[src/hw/rtl/flptw_pkg.sv]
// ----------------------------------------------------------------------------
// flptw_pkg
// Types and constants shared by the four-level page table walker modules.
// ----------------------------------------------------------------------------
package flptw_pkg;

   localparam int QUEUE_DEPTH = 4;

   localparam int VA_WIDTH    = 48;
   localparam int PA_WIDTH    = 52;
   localparam int FRAME_WIDTH = 40;   // physical bits 51:12
   localparam int LOW_WIDTH   = 30;   // largest in-page offset (1 GiB)

   typedef enum logic {
      KIND_REQUEST = 1'b0,
      KIND_ENTRY   = 1'b1
   } in_kind_type;

   typedef enum logic {
      RESULT_READ   = 1'b0,
      RESULT_FINISH = 1'b1
   } result_kind_type;

   typedef enum logic [1:0] {
      STATUS_OK           = 2'd0,
      STATUS_NOT_PRESENT  = 2'd1,
      STATUS_HUGE_REFUSED = 2'd2,
      STATUS_UNEXPECTED   = 2'd3
   } status_type;

   typedef enum logic [1:0] {
      PAGE_4K = 2'd0,
      PAGE_2M = 2'd1,
      PAGE_1G = 2'd2
   } page_size_type;

   typedef enum logic [1:0] {
      LEVEL_PML4 = 2'd0,
      LEVEL_PDPT = 2'd1,
      LEVEL_PD   = 2'd2,
      LEVEL_PT   = 2'd3
   } level_type;

   typedef struct packed {
      logic                kind;
      logic [63:0]         root_table;
      logic [VA_WIDTH-1:0] virt_addr;
      logic [63:0]         entry_data;
      logic                read_failed;
   } req_item_type;

   typedef struct packed {
      logic                result_kind;
      logic [PA_WIDTH-1:0] read_addr;
      logic [1:0]          status;
      logic [PA_WIDTH-1:0] phys_addr;
      logic [1:0]          page_size;
   } rsp_item_type;

   // Classified work handed from the front to the back.
   typedef struct packed {
      result_kind_type         result_kind;
      status_type              status;
      page_size_type           page_size;
      logic [FRAME_WIDTH-1:0]  frame;
      logic [LOW_WIDTH-1:0]    low;
   } cmd_type;

endpackage

[src/hw/rtl/four_level_page_table_walker_unit.sv]
// ----------------------------------------------------------------------------
// four_level_page_table_walker_unit
// A result reaches the rsp ports through the command queue and the registered result stage.
// Throughput: one item per cycle while the queue is not full, set by the front stage.
// Input and result sides stall on their own through a command queue.
// Reset: walk idle at the top level, 1 GiB pages refused, queue and
// result stage empty.
// ----------------------------------------------------------------------------
module four_level_page_table_walker_unit #(
   parameter int QueueDepth = flptw_pkg::QUEUE_DEPTH
) (
   input  logic                    clock,
   input  logic                    reset,
   input  logic                    csr_write_enable,
   input  logic                    csr_write_data,
   input  logic                    push,
   output logic                    full,
   input  flptw_pkg::req_item_type req_item,
   output logic                    empty,
   input  logic                    pop,
   output flptw_pkg::rsp_item_type rsp_item
);
   import flptw_pkg::*;

   cmd_type front_cmd;
   cmd_type queue_cmd;
   logic    accept;
   logic    queue_not_empty;
   logic    back_take;

   // An item transfers when pushed and the queue has room; the front
   // updates its walk state on the same edge.
   assign accept = push && !full;

   // Front: hold the walk level and virtual address, check each entry
   // and classify the item into a read or a finished translation.
   flptw_front u_front (
      .clock            (clock),
      .reset            (reset),
      .csr_write_enable (csr_write_enable),
      .csr_write_data   (csr_write_data),
      .accept           (accept),
      .req_item         (req_item),
      .cmd              (front_cmd)
   );

   // Queue: decouple the front from the result side so stalls on pop
   // do not stop new items until the queue fills.
   flptw_queue #(
      .Depth (QueueDepth)
   ) u_queue (
      .clock     (clock),
      .reset     (reset),
      .wr_en     (accept),
      .wr_data   (front_cmd),
      .full      (full),
      .rd_en     (back_take),
      .rd_data   (queue_cmd),
      .not_empty (queue_not_empty)
   );

   // Back: assemble read or physical address and register the result;
   // advance whenever the result stage is free or being popped.
   flptw_back u_back (
      .clock     (clock),
      .reset     (reset),
      .cmd_valid (queue_not_empty),
      .cmd       (queue_cmd),
      .cmd_take  (back_take),
      .empty     (empty),
      .pop       (pop),
      .rsp_item  (rsp_item)
   );

endmodule

[src/hw/rtl/flptw_front.sv]
// ----------------------------------------------------------------------------
// flptw_front
// Walk state, entry checks and classification of each accepted item.
// ----------------------------------------------------------------------------
module flptw_front (
   input  logic                   clock,
   input  logic                   reset,
   input  logic                   csr_write_enable,
   input  logic                   csr_write_data,
   input  logic                   accept,
   input  flptw_pkg::req_item_type req_item,
   output flptw_pkg::cmd_type      cmd
);
   import flptw_pkg::*;

   level_type            level_ff, level_in;
   logic                 busy_ff, busy_in;
   logic [VA_WIDTH-1:0]  vaddr_ff, vaddr_in;
   logic                 huge_ff;
   level_type            level_next;
   logic                 present;
   logic                 large_page;

   always_ff @(posedge clock) begin
      if (reset) begin
         level_ff <= LEVEL_PML4;
         busy_ff  <= 1'b0;
         huge_ff  <= 1'b0;
      end else begin
         if (accept) begin
            level_ff <= level_in;
            busy_ff  <= busy_in;
         end
         if (csr_write_enable) begin
            huge_ff <= csr_write_data;
         end
      end
   end

   always_ff @(posedge clock) begin
      if (accept) begin
         vaddr_ff <= vaddr_in;
      end
   end

   assign present    = req_item.entry_data[0] && !req_item.read_failed;
   assign large_page = req_item.entry_data[7];
   assign level_next = level_type'(level_ff + 2'd1);

   always_comb begin
      level_in        = level_ff;
      busy_in         = busy_ff;
      vaddr_in        = vaddr_ff;
      cmd.result_kind = RESULT_FINISH;
      cmd.status      = STATUS_OK;
      cmd.page_size   = PAGE_4K;
      cmd.frame       = '0;
      cmd.low         = '0;

      if (req_item.kind == KIND_REQUEST) begin
         vaddr_in        = req_item.virt_addr;
         level_in        = LEVEL_PML4;
         busy_in         = 1'b1;
         cmd.result_kind = RESULT_READ;
         cmd.frame       = req_item.root_table[PA_WIDTH-1:12];
         cmd.low         = {18'd0, req_item.virt_addr[47:39], 3'd0};
      end else if (!busy_ff) begin
         cmd.status = STATUS_UNEXPECTED;
      end else if (!present) begin
         busy_in    = 1'b0;
         level_in   = LEVEL_PML4;
         cmd.status = STATUS_NOT_PRESENT;
      end else if (level_ff == LEVEL_PDPT && large_page) begin
         busy_in  = 1'b0;
         level_in = LEVEL_PML4;
         if (!huge_ff) begin
            cmd.status = STATUS_HUGE_REFUSED;
         end else begin
            cmd.page_size = PAGE_1G;
            cmd.frame     = req_item.entry_data[PA_WIDTH-1:12];
            cmd.low       = vaddr_ff[LOW_WIDTH-1:0];
         end
      end else if (level_ff == LEVEL_PD && large_page) begin
         busy_in       = 1'b0;
         level_in      = LEVEL_PML4;
         cmd.page_size = PAGE_2M;
         cmd.frame     = req_item.entry_data[PA_WIDTH-1:12];
         cmd.low       = vaddr_ff[LOW_WIDTH-1:0];
      end else if (level_ff == LEVEL_PT) begin
         busy_in   = 1'b0;
         level_in  = LEVEL_PML4;
         cmd.frame = req_item.entry_data[PA_WIDTH-1:12];
         cmd.low   = vaddr_ff[LOW_WIDTH-1:0];
      end else begin
         // descend one level and fetch the next entry
         level_in        = level_next;
         cmd.result_kind = RESULT_READ;
         cmd.frame       = req_item.entry_data[PA_WIDTH-1:12];
         case (level_next)
            LEVEL_PDPT: cmd.low = {18'd0, vaddr_ff[38:30], 3'd0};
            LEVEL_PD:   cmd.low = {18'd0, vaddr_ff[29:21], 3'd0};
            LEVEL_PT:   cmd.low = {18'd0, vaddr_ff[20:12], 3'd0};
            default:    cmd.low = {18'd0, vaddr_ff[47:39], 3'd0};
         endcase
      end
   end

endmodule

[src/hw/rtl/flptw_queue.sv]
// ----------------------------------------------------------------------------
// flptw_queue
// Short FIFO of classified commands between the front and the back.
// ----------------------------------------------------------------------------
module flptw_queue #(
   parameter int Depth = flptw_pkg::QUEUE_DEPTH
) (
   input  logic               clock,
   input  logic               reset,
   input  logic               wr_en,
   input  flptw_pkg::cmd_type wr_data,
   output logic               full,
   input  logic               rd_en,
   output flptw_pkg::cmd_type rd_data,
   output logic               not_empty
);
   import flptw_pkg::*;

   localparam int PtrWidth   = (Depth > 1) ? $clog2(Depth) : 1;
   localparam int CountWidth = $clog2(Depth + 1);

   cmd_type                slot_ff [Depth];
   logic [PtrWidth-1:0]    wr_ptr_ff, wr_ptr_in;
   logic [PtrWidth-1:0]    rd_ptr_ff, rd_ptr_in;
   logic [CountWidth-1:0]  count_ff, count_in;
   logic                   do_wr, do_rd;

   assign full      = (count_ff == CountWidth'(Depth));
   assign not_empty = (count_ff != '0);
   assign do_wr     = wr_en && !full;
   assign do_rd     = rd_en && not_empty;
   assign rd_data   = slot_ff[rd_ptr_ff];

   always_comb begin
      wr_ptr_in = wr_ptr_ff;
      rd_ptr_in = rd_ptr_ff;
      count_in  = count_ff;
      if (do_wr) begin
         wr_ptr_in = (wr_ptr_ff == PtrWidth'(Depth - 1)) ? '0 : wr_ptr_ff + 1'b1;
      end
      if (do_rd) begin
         rd_ptr_in = (rd_ptr_ff == PtrWidth'(Depth - 1)) ? '0 : rd_ptr_ff + 1'b1;
      end
      case ({do_wr, do_rd})
         2'b10:   count_in = count_ff + 1'b1;
         2'b01:   count_in = count_ff - 1'b1;
         default: count_in = count_ff;
      endcase
   end

   always_ff @(posedge clock) begin
      if (reset) begin
         wr_ptr_ff <= '0;
         rd_ptr_ff <= '0;
         count_ff  <= '0;
      end else begin
         wr_ptr_ff <= wr_ptr_in;
         rd_ptr_ff <= rd_ptr_in;
         count_ff  <= count_in;
      end
   end

   always_ff @(posedge clock) begin
      if (do_wr) begin
         slot_ff[wr_ptr_ff] <= wr_data;
      end
   end

endmodule

[src/hw/rtl/flptw_back.sv]
// ----------------------------------------------------------------------------
// flptw_back
// Address assembly from a command and the registered result stage.
// ----------------------------------------------------------------------------
module flptw_back (
   input  logic                    clock,
   input  logic                    reset,
   input  logic                    cmd_valid,
   input  flptw_pkg::cmd_type      cmd,
   output logic                    cmd_take,
   output logic                    empty,
   input  logic                    pop,
   output flptw_pkg::rsp_item_type rsp_item
);
   import flptw_pkg::*;

   logic                 rsp_valid_ff, rsp_valid_in;
   rsp_item_type         rsp_item_ff, rsp_item_in;
   logic [PA_WIDTH-1:0]  merged;

   // splice frame and offset at the page boundary
   always_comb begin
      case (cmd.page_size)
         PAGE_1G: merged = {cmd.frame[FRAME_WIDTH-1:18], cmd.low[29:0]};
         PAGE_2M: merged = {cmd.frame[FRAME_WIDTH-1:9], cmd.low[20:0]};
         default: merged = {cmd.frame, cmd.low[11:0]};
      endcase
   end

   assign cmd_take = cmd_valid && (!rsp_valid_ff || pop);

   always_comb begin
      rsp_valid_in = rsp_valid_ff;
      rsp_item_in  = rsp_item_ff;
      if (cmd_take) begin
         rsp_valid_in            = 1'b1;
         rsp_item_in.result_kind = cmd.result_kind;
         rsp_item_in.status      = cmd.status;
         rsp_item_in.page_size   = cmd.page_size;
         rsp_item_in.read_addr   = (cmd.result_kind == RESULT_READ) ? merged : '0;
         rsp_item_in.phys_addr   = (cmd.result_kind == RESULT_FINISH &&
                                    cmd.status == STATUS_OK) ? merged : '0;
      end else if (pop) begin
         rsp_valid_in = 1'b0;
      end
   end

   always_ff @(posedge clock) begin
      if (reset) begin
         rsp_valid_ff <= 1'b0;
      end else begin
         rsp_valid_ff <= rsp_valid_in;
      end
   end

   always_ff @(posedge clock) begin
      rsp_item_ff <= rsp_item_in;
   end

   assign empty    = !rsp_valid_ff;
   assign rsp_item = rsp_item_ff;

endmodule

[config.mk]
export PLATFORM = sky130hd
export DESIGN_NAME = four_level_page_table_walker_unit
export DESIGN_NICKNAME = d
export VERILOG_FILES = /design/src/hw/rtl/flptw_pkg.sv /design/src/hw/rtl/four_level_page_table_walker_unit.sv /design/src/hw/rtl/flptw_front.sv /design/src/hw/rtl/flptw_queue.sv /design/src/hw/rtl/flptw_back.sv
export SDC_FILE = /design/constraint.sdc
export NUM_CORES = 1
export LEC_CHECK = 0
export ABC_AREA = 1
export ABC_CLOCK_PERIOD_IN_PS = 5050
export BUFFER_PORTS_ARGS = -buffer_cell sky130_fd_sc_hd__buf_2
export CORE_AREA = 2 2 200 281
export CTS_CLUSTER_SIZE = 10
export DETAILED_ROUTE_END_ITERATION = 16
export DIE_AREA = 0 0 202 283
export GPL_TIMING_DRIVEN = 0
export SETUP_SLACK_MARGIN = 0.02
export SLEW_MARGIN = 10
export SYNTH_ARGS = -nofsm -noshare
export SYNTH_HDL_FRONTEND = slang
export SYNTH_SLANG_ARGS = --single-unit
[constraint.sdc]
create_clock -name clock -period 5.05 [get_ports clock]
set_clock_uncertainty 0.15 [all_clocks]
set_input_delay 1.01 -clock clock [delete_from_list [all_inputs] [get_ports clock]]
set_output_delay 1.01 -clock clock [all_outputs]
set_load 0.02 [all_outputs]
==> flow_summary.json, run 1 <==
{
  "status": "finished clean",
  "hold_start": "u_queue.count_ff[2]$_SDFFE_PP0P_",
  "vias_per_cell": 4.744,
  "ys_seq_area_frac": 0.7227,
  "holdPathEnd": "u_queue.count_ff[2]$_SDFFE_PP0P_",
  "syn_avg_cell_area_um2": 11.65,
  "synth_nets": 1828,
  "rows": 102,
  "holdPathStages": 2,
  "clkPwrFrac": 0.238,
  "synth-seq-cells": 462,
  "hold_class": "reg2reg",
  "synthMuxAreaShare": 0,
  "syn_area_um2": 19000,
  "maxSlewHeadroom": 0.4346,
  "synthSimpleGateAreaFrac": 0.1532,
  "worst_ep_arrival_time_ns": 4.06,
  "clk_pin_slew_ns": 0.05,
  "slew_violations": 0,
  "period_minus_slack_ns": 3.776,
  "synth_warnings": 0,
  "grt_pass1_wl_mm": 75.09,
  "die_w_um": 202,
  "synth_xor_area_frac": 0,
  "final_common_cell": "edfxtp_1",
  "synth-edff-count": 448,
  "rsz0062_at_grt": "no",
  "tns_ns": 0,
  "nFillCells": 5122,
  "cts_tree": "yes",
  "cts_buffers": 52,
  "routed_wl_mm": 50.29,
  "tightestPinTransition_ns": 0.8461,
  "dieArea_um2": 57170,
  "cp-start-kind": "flip-flop",
  "cts_sinks": 462,
  "ir_drop_mv": 0.3628,
  "intPower_mw": 8.530,
  "drive_gt1_frac": 0.2028,
  "drt-pass1-iter-count": 5,
  "nNetsFinal": 2144,
  "p_sw_frac": 0.3740,
  "max_freq_mhz": 264.9,
  "worstPathRequired_ns": 5.33,
  "core_area_um2": 54750,
  "synth_top_area_frac": 0.7080,
  "min_period_over_period": 0.7476,
  "switchingPower_mw": 5.097,
  "synthAdderAreaFrac": 0.008955,
  "htree_num_levels": 2,
  "postCtsSetupBuffers": 0,
  "grt_max_degree": 84,
  "final_cell_mix": "edfxtp_1 (448), nand2_1 (434), buf_2 (286)",
  "power.density_nw_per_um2": 594.6,
  "postRouteAntennaNets": 0,
  "clock_latency_ns": 0.60,
  "rr_worst_depth": 12,
  "yosys.area.top_type": "edfxtp_1",
  "crit_type": "reg2reg",
  "antenna_found_initial": 1,
  "cp-end-kind": "flip-flop",
  "clockRootBuffer": "clkbuf_16",
  "cts_hold_buffers": 0,
  "grtUsageTotal": 0.1747,
  "grt.overflow.total": 0,
  "power_frac_comb": 0.358,
  "fp.dieH_um": 283,
  "syn_inst": 1631,
  "synthArstFlopShare": 0,
  "p_leak_nw": 9.332,
  "area_delta_synth_final_pct": 20.62,
  "setup-violations-final": 0,
  "cp_max_fo": 10,
  "dpl.hpwl_mm": 35.48,
  "synth_compound_area_frac": 0.06506,
  "synthFlopType": "edfxtp_1",
  "hold_viol_final": 0,
  "start_util": 0.3471,
  "clockBufferDepth": 3,
  "place.port_buffers": 248,
  "synth_top_family_by_area": "simple AND/OR/NAND/NOR gates",
  "wl_per_cell_um": 18.67,
  "vias": 12780,
  "drc": 0,
  "pin_count": 295,
  "cap_violations": 0,
  "place_area_um2": 21510,
  "r2r_slack_ns": 1.27,
  "fin_area_um2": 22920,
  "synth.area.top_cells": "edfxtp_1 (71%), nand2_1 (8.6%), nor2_1 (3.3%)",
  "grt_pass1_vias": 12780,
  "p_seq_frac": 0.404,
  "drt-initial-drc-count": 880,
  "cts_resized": 0,
  "place.gp.congestion": 0.8888,
  "synth_cell_types": 30,
  "regToRegEndpoint": "u_back.rsp_item[77]$_SDFFCE_PP0P_"
}
-- registers in the layout (all words and copies together) (netlist names), named ones only --
register,count
u_back.rsp_item,109
u_back.rsp_valid_ff,1
u_front.busy_ff,1
u_front.huge_ff,1
u_front.level_ff,2
u_front.vaddr_ff,39
u_queue.count_ff,3
u_queue.rd_ptr_ff,2
u_queue.slot_ff,300
u_queue.wr_ptr_ff,2
-- layout make-up --
class                   count  area, um2  share of cell area
diodes                      2      5.005           0.0002184
plain buffers              85      426.7             0.01862
clock buffers              65       1350             0.05890
clock inverters             5      57.56            0.002511
inverters                 140      530.5             0.02315
multi-input cells         944       4354              0.1900
flip-flops and latches    462      13730              0.5992
well taps                 728      910.9             0.03974
repair buffers            262       1551             0.06769
-- cells in the mapped netlist, drive strengths merged, types with 3 or more instances --
cell type  instances
ha                12
nor2             181
inv              137
a21boi             9
dfxtp             14
clkbuf            34
o21ai            129
clkinv             3
nand2            435
a21oi             37
o22a              34
nand3             92
nand4              9
edfxtp           448
buf               51
-- worst max path at each step --
stage                   start                           endpoint  slack [ns]  cells past startpoint
floorplan                push    u_queue.slot_ff[0][0]$_DFFE_PP_       -0.03                      3
global placement         push   u_queue.slot_ff[1][35]$_DFFE_PP_       -3.10                      4
detailed placement  flip-flop  u_back.rsp_item[77]$_SDFFCE_PP0P_        1.20                     11
CTS                 flip-flop  u_back.rsp_item[77]$_SDFFCE_PP0P_        1.18                     11
global route        flip-flop  u_back.rsp_item[23]$_SDFFCE_PN0P_        1.02                     11
finish              flip-flop  u_back.rsp_item[77]$_SDFFCE_PP0P_        1.27                     12
-- critical path, stage by stage (launching register included) --
cell	delay (ns)
dfxtp_1	0.30
buf_6	0.13
inv_2	0.11
buf_4	0.24
buf_2	0.27
nand2_1	0.08
a32oi_1	0.38
inv_1	0.09
ha_1	0.32
clkbuf_1	0.25
nor2_1	0.72
nand2_1	0.31
a21oi_1	0.25
-- power by group through the flow --
stage / clock network [mW] / registers, mW / logic [mW]
after global routing: 3.46 / 5.57 / 5.37
final: 3.24 / 5.51 / 4.88
after CTS: 3.31 / 5.51 / 4.96
after floorplan: 0 / 6.22 / 2.47
after global placement: 0 / 5.72 / 4.76
after detailed placement: 0 / 5.59 / 4.95
-- through the flow --
stage | setup WS [ns] | power [mW] | hold slack (ns) | cells | utilization
5_1_grt | 1.017 | 14.40 | 0.4064 | 2692 | 0.4186
2_1_floorplan | -0.02674 | 8.690 | 0.3079 | 1631 | -
3_5_place_dp | 1.203 | 10.54 | 0.3343 | 2621 | 0.3928
4_1_cts | 1.184 | 13.79 | 0.3410 | 2691 | 0.4185
6_report | 1.274 | 13.63 | 0.3443 | 2693 | 0.4186
3_3_place_gp | -3.100 | 10.48 | 0.3209 | 2607 | 0.3864
-- routing by layer --
layer	part of all wire	global-route usage	vias to the layer above
li1	-	-	6178
met1	0.40	0.2127	6092
met2	0.51	0.3100	424
met3	0.056	0.02772	81
met4	0.035	0.06581	0
met5	0	0	-
-- logic make-up (layout without fill, tap and decap cells) --
| logic type | count (synthesis) | after routing |
|---|---|---|
| other | 0 | 2 |
| adders and majority gates | 13 | 13 |
| DFF | 462 | 462 |
| AOI/OAI and AO/OA | 211 | 211 |
| buffers and inverters | 225 | 557 |
| and+or+nand+nor | 720 | 720 |
Note: power is estimated with default switching activity, not from simulation.
==> run 2, diff against run 1 <==
--- a/config.mk
+++ b/config.mk
@@ -6,7 +6,7 @@
 export NUM_CORES = 1
 export LEC_CHECK = 0
 export ABC_AREA = 1
-export ABC_CLOCK_PERIOD_IN_PS = 5050
+export ABC_CLOCK_PERIOD_IN_PS = 3830
 export BUFFER_PORTS_ARGS = -buffer_cell sky130_fd_sc_hd__buf_2
 export CORE_AREA = 2 2 200 281
 export CTS_CLUSTER_SIZE = 10
==> constraint.sdc (replaced) <==
create_clock -name clock -period 3.83 [get_ports clock]
set_clock_uncertainty 0.15 [all_clocks]
set_input_delay 0.766 -clock clock [delete_from_list [all_inputs] [get_ports clock]]
set_output_delay 0.766 -clock clock [all_outputs]
set_load 0.02 [all_outputs]
==> flow_summary.json, run 2 (synthesis results as in run 1) <==
{
  "status": "finished clean",
  "grt.overflow.total": 0,
  "cp-start-kind": "flip-flop",
  "worst_ep_arrival_time_ns": 3.75,
  "nNetsFinal": 2144,
  "worstPathRequired_ns": 4.07,
  "drive_gt1_frac": 0.2033,
  "cts_hold_buffers": 0,
  "critPathSlowestCell": "a21oi_1",
  "place.gp.congestion": 0.8888,
  "cts_buffers": 52,
  "min_period_over_period": 0.9158,
  "clockRootBuffer": "clkbuf_16",
  "slew_violations": 0,
  "cts_sinks": 462,
  "setup-violations-final": 0,
  "vias": 12770,
  "layoutNonFillerInstCount": 2693,
  "r2r_slack_ns": 0.32,
  "rr_worst_depth": 10,
  "fp.dieH_um": 283,
  "largest_reg_flops": 300,
  "path_depth": 10,
  "holdWs_ns": 0.1960,
  "clockBufferDepth": 3,
  "pin_count": 295,
  "cp-end-kind": "flip-flop",
  "regToRegEndpoint": "u_back.rsp_item[74]$_SDFFCE_PP0P_",
  "place_area_um2": 21510,
  "drt-initial-drc-count": 887,
  "dp.cells": 2621,
  "holdPathEnd": "u_front.vaddr_ff[7]$_DFFE_PP_",
  "hold_class": "in2reg",
  "grt_pass1_wl_mm": 75.09,
  "crit_family": "compound AO/OA/AOI/OAI gates",
  "cp_max_fo": 10,
  "ir_drop_mv": 0.4777,
  "dpl.hpwl_mm": 35.48,
  "routed_wl_mm": 50.30,
  "cts_tree": "yes",
  "rsz0062_at_grt": "no",
  "crit_chain": "buf_6 -> buf_2 -> buf_2 -> nand2_1 -> a32oi_1 -> inv_1 -> ha_1 -> a21oi_1 -> nand3_1 -> a21oi_1",
  "start_util": 0.3471,
  "final_cell_mix": "edfxtp_1 (448), nand2_1 (434), buf_2 (286)",
  "power.density_nw_per_um2": 783.9,
  "tns_ns": 0,
  "area_delta_synth_final_pct": 20.63,
  "hold_viol_final": 0,
  "clk_pin_slew_ns": 0.05,
  "cap_violations": 0,
  "tightestPinTransition_ns": 0.8457,
  "core_area_um2": 54750,
  "antenna_found_initial": 1,
  "htree_num_levels": 2,
  "p_leak_nw": 9.332,
  "crit_type": "reg2reg",
  "max_stage_delay_ns": 0.63,
  "grt_max_degree": 84,
  "drc": 0,
  "grtUsageTotal": 0.1747,
  "max_freq_mhz": 285.1,
  "dieArea_um2": 57170,
  "hold_start": "req_item[72]",
  "drt-pass1-iter-count": 5,
  "final_common_cell": "edfxtp_1",
  "postRouteAntennaNets": 0,
  "rows": 102,
  "vias_per_cell": 4.743,
  "wl_per_cell_um": 18.68,
  "fin_area_um2": 22920,
  "grt_pass1_vias": 12780,
  "max_flop_register": "u_queue.slot_ff",
  "place.port_buffers": 248,
  "path_buf_inv": 4,
  "holdPathStages": 1,
  "die_w_um": 202,
  "period_minus_slack_ns": 3.508,
  "maxSlewHeadroom": 0.4349,
  "clock_latency_ns": 0.60
}
-- run 2: cell count changes in the layout (fill, tap and decap cells not counted) --
| cell | previous run | this run |
|---|---|---|
| nor2_1 | 160 | 159 |
| nor2_2 | 15 | 16 |
-- run 2: final cells by class --
| type | instances | area [um2] |
|---|---|---|
| sequential | 462 | 13730 |
| clock inverter | 5 | 57.56 |
| inverter | 140 | 530.5 |
| tap | 728 | 910.9 |
| timing repair buffer | 262 | 1551 |
| clock buffer | 65 | 1350 |
| fill | 5121 | 31830 |
| buffer | 85 | 426.7 |
| multi-input combinational | 944 | 4357 |
| antenna | 2 | 5.005 |
-- run 2: stage by stage --
stage	worst slack, ns	power, mW	utilization
3_3_place_gp	-4.076	13.69	0.3864
6_report	0.3225	17.97	0.4187
4_1_cts	0.2422	18.19	0.4186
5_1_grt	0.05070	19.00	0.4186
2_1_floorplan	-1.003	11.46	-
3_5_place_dp	-0.01675	13.89	0.3928
-- run 2: how the worst max path moves through the flow --
| stage | start | end |
|---|---|---|
| 2_1_floorplan | push | u_queue.slot_ff[0][0]$_DFFE_PP_ |
| 3_3_place_gp | push | u_queue.slot_ff[1][35]$_DFFE_PP_ |
| 3_5_place_dp | flip-flop | u_back.rsp_item[77]$_SDFFCE_PP0P_ |
| 4_1_cts | flip-flop | u_back.rsp_item[77]$_SDFFCE_PP0P_ |
| 5_1_grt | flip-flop | u_back.rsp_item[21]$_SDFFCE_PN0P_ |
| 6_report | flip-flop | u_back.rsp_item[74]$_SDFFCE_PP0P_ |
-- run 2: power by group --
part,internal (mW),switching (mW)
Sequential,6.99,0.274
Clock,2.44,1.83
Combinational,1.82,4.61
Total,11.2,6.72
-- run 2: metal layers --
layer  vias up  track usage  routed length, um  part of all wire
li1       6176            -                  -                 -
met1      6091       0.2127              20010              0.40
met2       426       0.3100              25790              0.51
met3        81      0.02772               2764             0.055
met4         0      0.06581               1736             0.035
met5         -            0                  0                 0
-- run 2: repair_timing --
| action | 4_1_cts | 5_1_grt |
|---|---|---|
| setup buffers | 0 | 0 |
| gates resized for setup | 1 | 0 |
| endpoints found under the setup margin | 5 | 0 |
-- run 2: worst register-to-register path, cell delays in order, from the launching register on --
cell and delay, ns:
dfxtp_1 0.32, buf_6 0.13, buf_2 0.29, buf_2 0.31, nand2_1 0.08, a32oi_1 0.40, inv_1 0.09, ha_1 0.32
a21oi_1 0.64, nand3_1 0.26, a21oi_1 0.33
